===== src/khp_pkg.sv =====
// Types and codes shared by the handle pool modules.
package khp_pkg;

	localparam logic [2:0] MODE_DONATE = 3'd0;
	localparam logic [2:0] MODE_GET    = 3'd1;
	localparam logic [2:0] MODE_SWEEP  = 3'd2;
	localparam logic [2:0] MODE_CLOSE  = 3'd3;
	localparam logic [2:0] MODE_END    = 3'd4;

	localparam logic [2:0] EV_CLOSE   = 3'd0;
	localparam logic [2:0] EV_TRIM    = 3'd1;
	localparam logic [2:0] EV_DUP     = 3'd2;
	localparam logic [2:0] EV_TIMEOUT = 3'd3;
	localparam logic [2:0] EV_HANDED  = 3'd4;
	localparam logic [2:0] EV_NONE    = 3'd5;
	localparam logic [2:0] EV_ACCEPT  = 3'd6;
	localparam logic [2:0] EV_DONE    = 3'd7;

	localparam logic [1:0] REG_MAX_TOTAL   = 2'd0;
	localparam logic [1:0] REG_MAX_PER_KEY = 2'd1;
	localparam logic [1:0] REG_POOL_ENABLE = 2'd2;

	localparam logic [5:0] MAX_TOTAL_RST   = 6'd16;
	localparam logic [5:0] MAX_PER_KEY_RST = 6'd10;

	typedef struct packed {
		logic [2:0]  mode;
		logic [15:0] key;
		logic [15:0] handle;
		logic [15:0] lifetime;
		logic [15:0] db_number;
		logic [7:0]  flags;
		logic        no_local;
		logic [31:0] now;
	} in_word_t;

	typedef struct packed {
		logic [2:0]  event_code;
		logic [15:0] out_handle;
		logic [15:0] out_key;
		logic [15:0] out_db_number;
		logic [7:0]  out_flags;
		logic [15:0] ttl;
		logic        last;
	} out_word_t;

	typedef struct packed {
		logic [15:0] key;
		logic [15:0] handle;
		logic [15:0] timeout;
		logic [31:0] donated_at;
		logic [15:0] db_number;
		logic [7:0]  flags;
	} entry_t;

	typedef struct packed {
		logic load;
		logic shift;
	} cell_ctl_t;

	typedef enum logic [3:0] {
		ST_IDLE, ST_BYPASS, ST_COUNT, ST_DUP, ST_FULL, ST_APPEND, ST_TRIM,
		ST_ACCEPT, ST_GET, ST_MISS, ST_SWEEP, ST_CLOSE, ST_DONE
	} state_t;

endpackage


===== src/khp_cell.sv =====
// One pool entry: loads a new entry or takes its upper neighbour's entry.
module khp_cell
	import khp_pkg::*;
(
	input  logic      clk,
	input  cell_ctl_t ctl,
	input  entry_t    new_entry,
	input  entry_t    upper,
	output entry_t    entry
);

	entry_t entry_q;

	always_ff @(posedge clk) begin
		if (ctl.shift) begin
			entry_q <= upper;
		end else if (ctl.load) begin
			entry_q <= new_entry;
		end
	end

	assign entry = entry_q;

endmodule


===== config.mk =====
export PLATFORM = sky130hd
export DESIGN_NAME = khp_cell
export DESIGN_NICKNAME = d
export VERILOG_FILES = /design/src/khp_pkg.sv /design/src/khp_cell.sv
export SDC_FILE = /design/constraint.sdc
export NUM_CORES = 1
export LEC_CHECK = 0
export ABC_AREA = 1
export ABC_CLOCK_PERIOD_IN_PS = 5060
export BUFFER_PORTS_ARGS = -buffer_cell sky130_fd_sc_hd__buf_4
export CORE_AREA = 4 4 119 121
export CTS_BUF_LIST = sky130_fd_sc_hd__clkbuf_8 sky130_fd_sc_hd__clkbuf_16
export CTS_CLUSTER_SIZE = 8
export DETAILED_ROUTE_END_ITERATION = 7
export DIE_AREA = 0 0 123 125
export PLACE_DENSITY = 0.69
export SKIP_LAST_GASP = 1
export SYNTH_ARGS = -nofsm -noshare
export SYNTH_HDL_FRONTEND = slang
export SYNTH_SLANG_ARGS = --single-unit

===== constraint.sdc =====
create_clock -name clk -period 5.06 [get_ports clk]
set_clock_uncertainty 0.1 [all_clocks]
set_input_delay 1.012 -clock clk [delete_from_list [all_inputs] [get_ports clk]]
set_output_delay 1.012 -clock clk [all_outputs]
set_load 0.05 [all_outputs]

==> impl_results.md <==
- ANT nets after route: 0
- Detailed placement HPWL: 10900 um
- Critical Path Fanout Max: 60
- WL/cell: 15.1 um
- Fraction of final layout cells sized beyond drive strength 1: 44.4%
- DR vias: 4092
- Largest cells by area after synthesis: edfxtp_1, nand2_1, buf_6
- GR Layer Usage met3: 6.96%
- Grt total ovfl: 0
- Synthesized area: 4470 um2
- TNS Setup: 0 ns
- Logic pwr share: 29.3%
- Vias per cell: 4.42
- Fill cells: 1154
- Netlist cell types: 7
- Antenna diodes: 0
- Syn_nets: 652
- Hold slack final: 0.837 ns
- Reg power frac: 43.7%
- Number of CTS-inserted buffers: 9
- CTS tree: built
- Io pins: 315
- Worst Setup Path Type: input port to register
- Clock Power Share: 27.0%
- Internal power: 1680 uW
- Hold-fix buffers at CTS: 0
- Maximum Capacitance Violations: 0
- FF+latch count, synth: 104
- Period utilization: 56.9%
- RSZ-0062 raised after global routing: no
- Lkg Pwr: 0.00367 uW
- Avg Cell Area, Syn: 10.1 um2
- Post-CTS sizing: 0
- Die footprint: 15400 um2
- Cells after Synth: 441
- Site row count: 42
- Max_slew headroom: 56.2%
- CP Data Required Time: 5.06 ns
- PwrDens: 345 nW/um2
- Routability Congestion: 0.786
- Largest net degree at the start of global routing: 61
- DRC viols: 0
- Measured slew at the worst slew-check pin: 0.657 ns
- Core area: 13100 um2
- Yosys warning total: 0
- Most frequent cells in the layout: buf_4, nand2_1, edfxtp_1
- # clock sinks: 104
- Total power: 2490 uW
- CP Capture Type: register
- Status: finished, final reports clean
- Die Ht: 125 um
- Maximum root-to-sink buffer count: 2
- Routing usage on met2: 30.9%
- Root Buffer: clkbuf_16
- Min-delay worst type: input port to register
- Final Hold Viols: 0
- Die W: 123 um
- Clock Pin Slew Worst Setup and Hold Paths: 0.07 ns
- Initial Util: 34.1%
- IO Port Bufs: 314
- Initial antenna violation count: 0
- Area Overhead vs Synth: 61.3%
- Post-CTS setup buffer count: 0
- Final WL: 14000 um
- First-pass GRT wire length: 20800 um
- Post-synth top area share: 69.9%
- Vias in the first global route: 4157
- Post-synthesis sequential area ratio: 69.9%
- # setup viols final: 0
- Most common cell after layout, fill and taps aside: buf_4
- VDD IR max: 0.199 mV
- Fmax: 348 MHz
- Min Tclk post-route: 2.88 ns
- Gr busiest metal: met2
- GR Util All Layers: 17.4%
- Sw power: 801 uW
- CP startpoint kind: input port
- Pre-antenna DRT Iters: 4
- Final net count: 957
- Dpl ws: 1.76 ns
- DRT iter0 DRCs: 256
- Largest area contributor in the netlist: edfxtp_1
- Max reg flops: 104
- Sw Ratio: 32.2%
- Worst setup margin: 2.18 ns
- Crit path DAT: 2.87 ns
- Slew Viols, Final: 0
- Met1 Usage GRT: 18.9%
- H-tree levels: 3
-- worst paths after layout --
check	endpoint	cells past startpoint	startpoint	slack, ns
max	entry[90]	5	ctl[0]	2.18
min	entry[12]	3	new_entry[12]	0.84
-- final cells by class --
cell class / count / area [um2] / share of cell area [%]
Multi-Input combinational cell: 313 / 1180 / 16.4
Tap cell: 176 / 220 / 3.06
Sequential cell: 104 / 3120 / 43.3
Inverter: 1 / 5.00 / 0.0694
Timing Repair Buffer: 317 / 2390 / 33.2
Clock inverter: 6 / 61.3 / 0.851
Clock buffer: 9 / 225 / 3.13
-- power groups by stage --
stage	combinational (uW)	clock (uW)	sequential (uW)
6_report	728	672	1090
2_1_floorplan	94.9	0	1440
3_3_place_gp	729	0	1100
5_1_grt	769	724	1090
4_1_cts	737	688	1090
3_5_place_dp	736	0	1110
-- cells in the mapped netlist (all sizes together) --
library cell  number
edfxtp           104
buf               23
or2                1
inv                1
nand2            312
-- critical path, cell delays in order --
cell and delay (ns):
buf_4 0.44, clkinv_2 0.62, buf_4 0.53, nand2_1 0.15, nand2_1 0.06
-- per-layer routing --
layer	wire length (um)	share of wire (%)
met5	0	0
met4	260	1.9
met3	1750	13
met2	7100	51
met1	4850	35
-- cell families after synthesis --
kind of cell	count (synthesis)	share of synthesized area, %
DFF	104	69.9
buffers and inverters	24	3.75
and+or+nand+nor	313	26.4
-- stage by stage --
step | area (um2) | utilization, % | instances
after CTS | 7210 | 55.1 | 926
after detailed placement | 6920 | 52.9 | 911
after floorplan | 4470 | - | 441
final | 7210 | 55.1 | 926
after global routing | 7210 | 55.1 | 926
after global placement | 6920 | 52.9 | 911
Note: power is estimated with default switching activity, not from simulation.
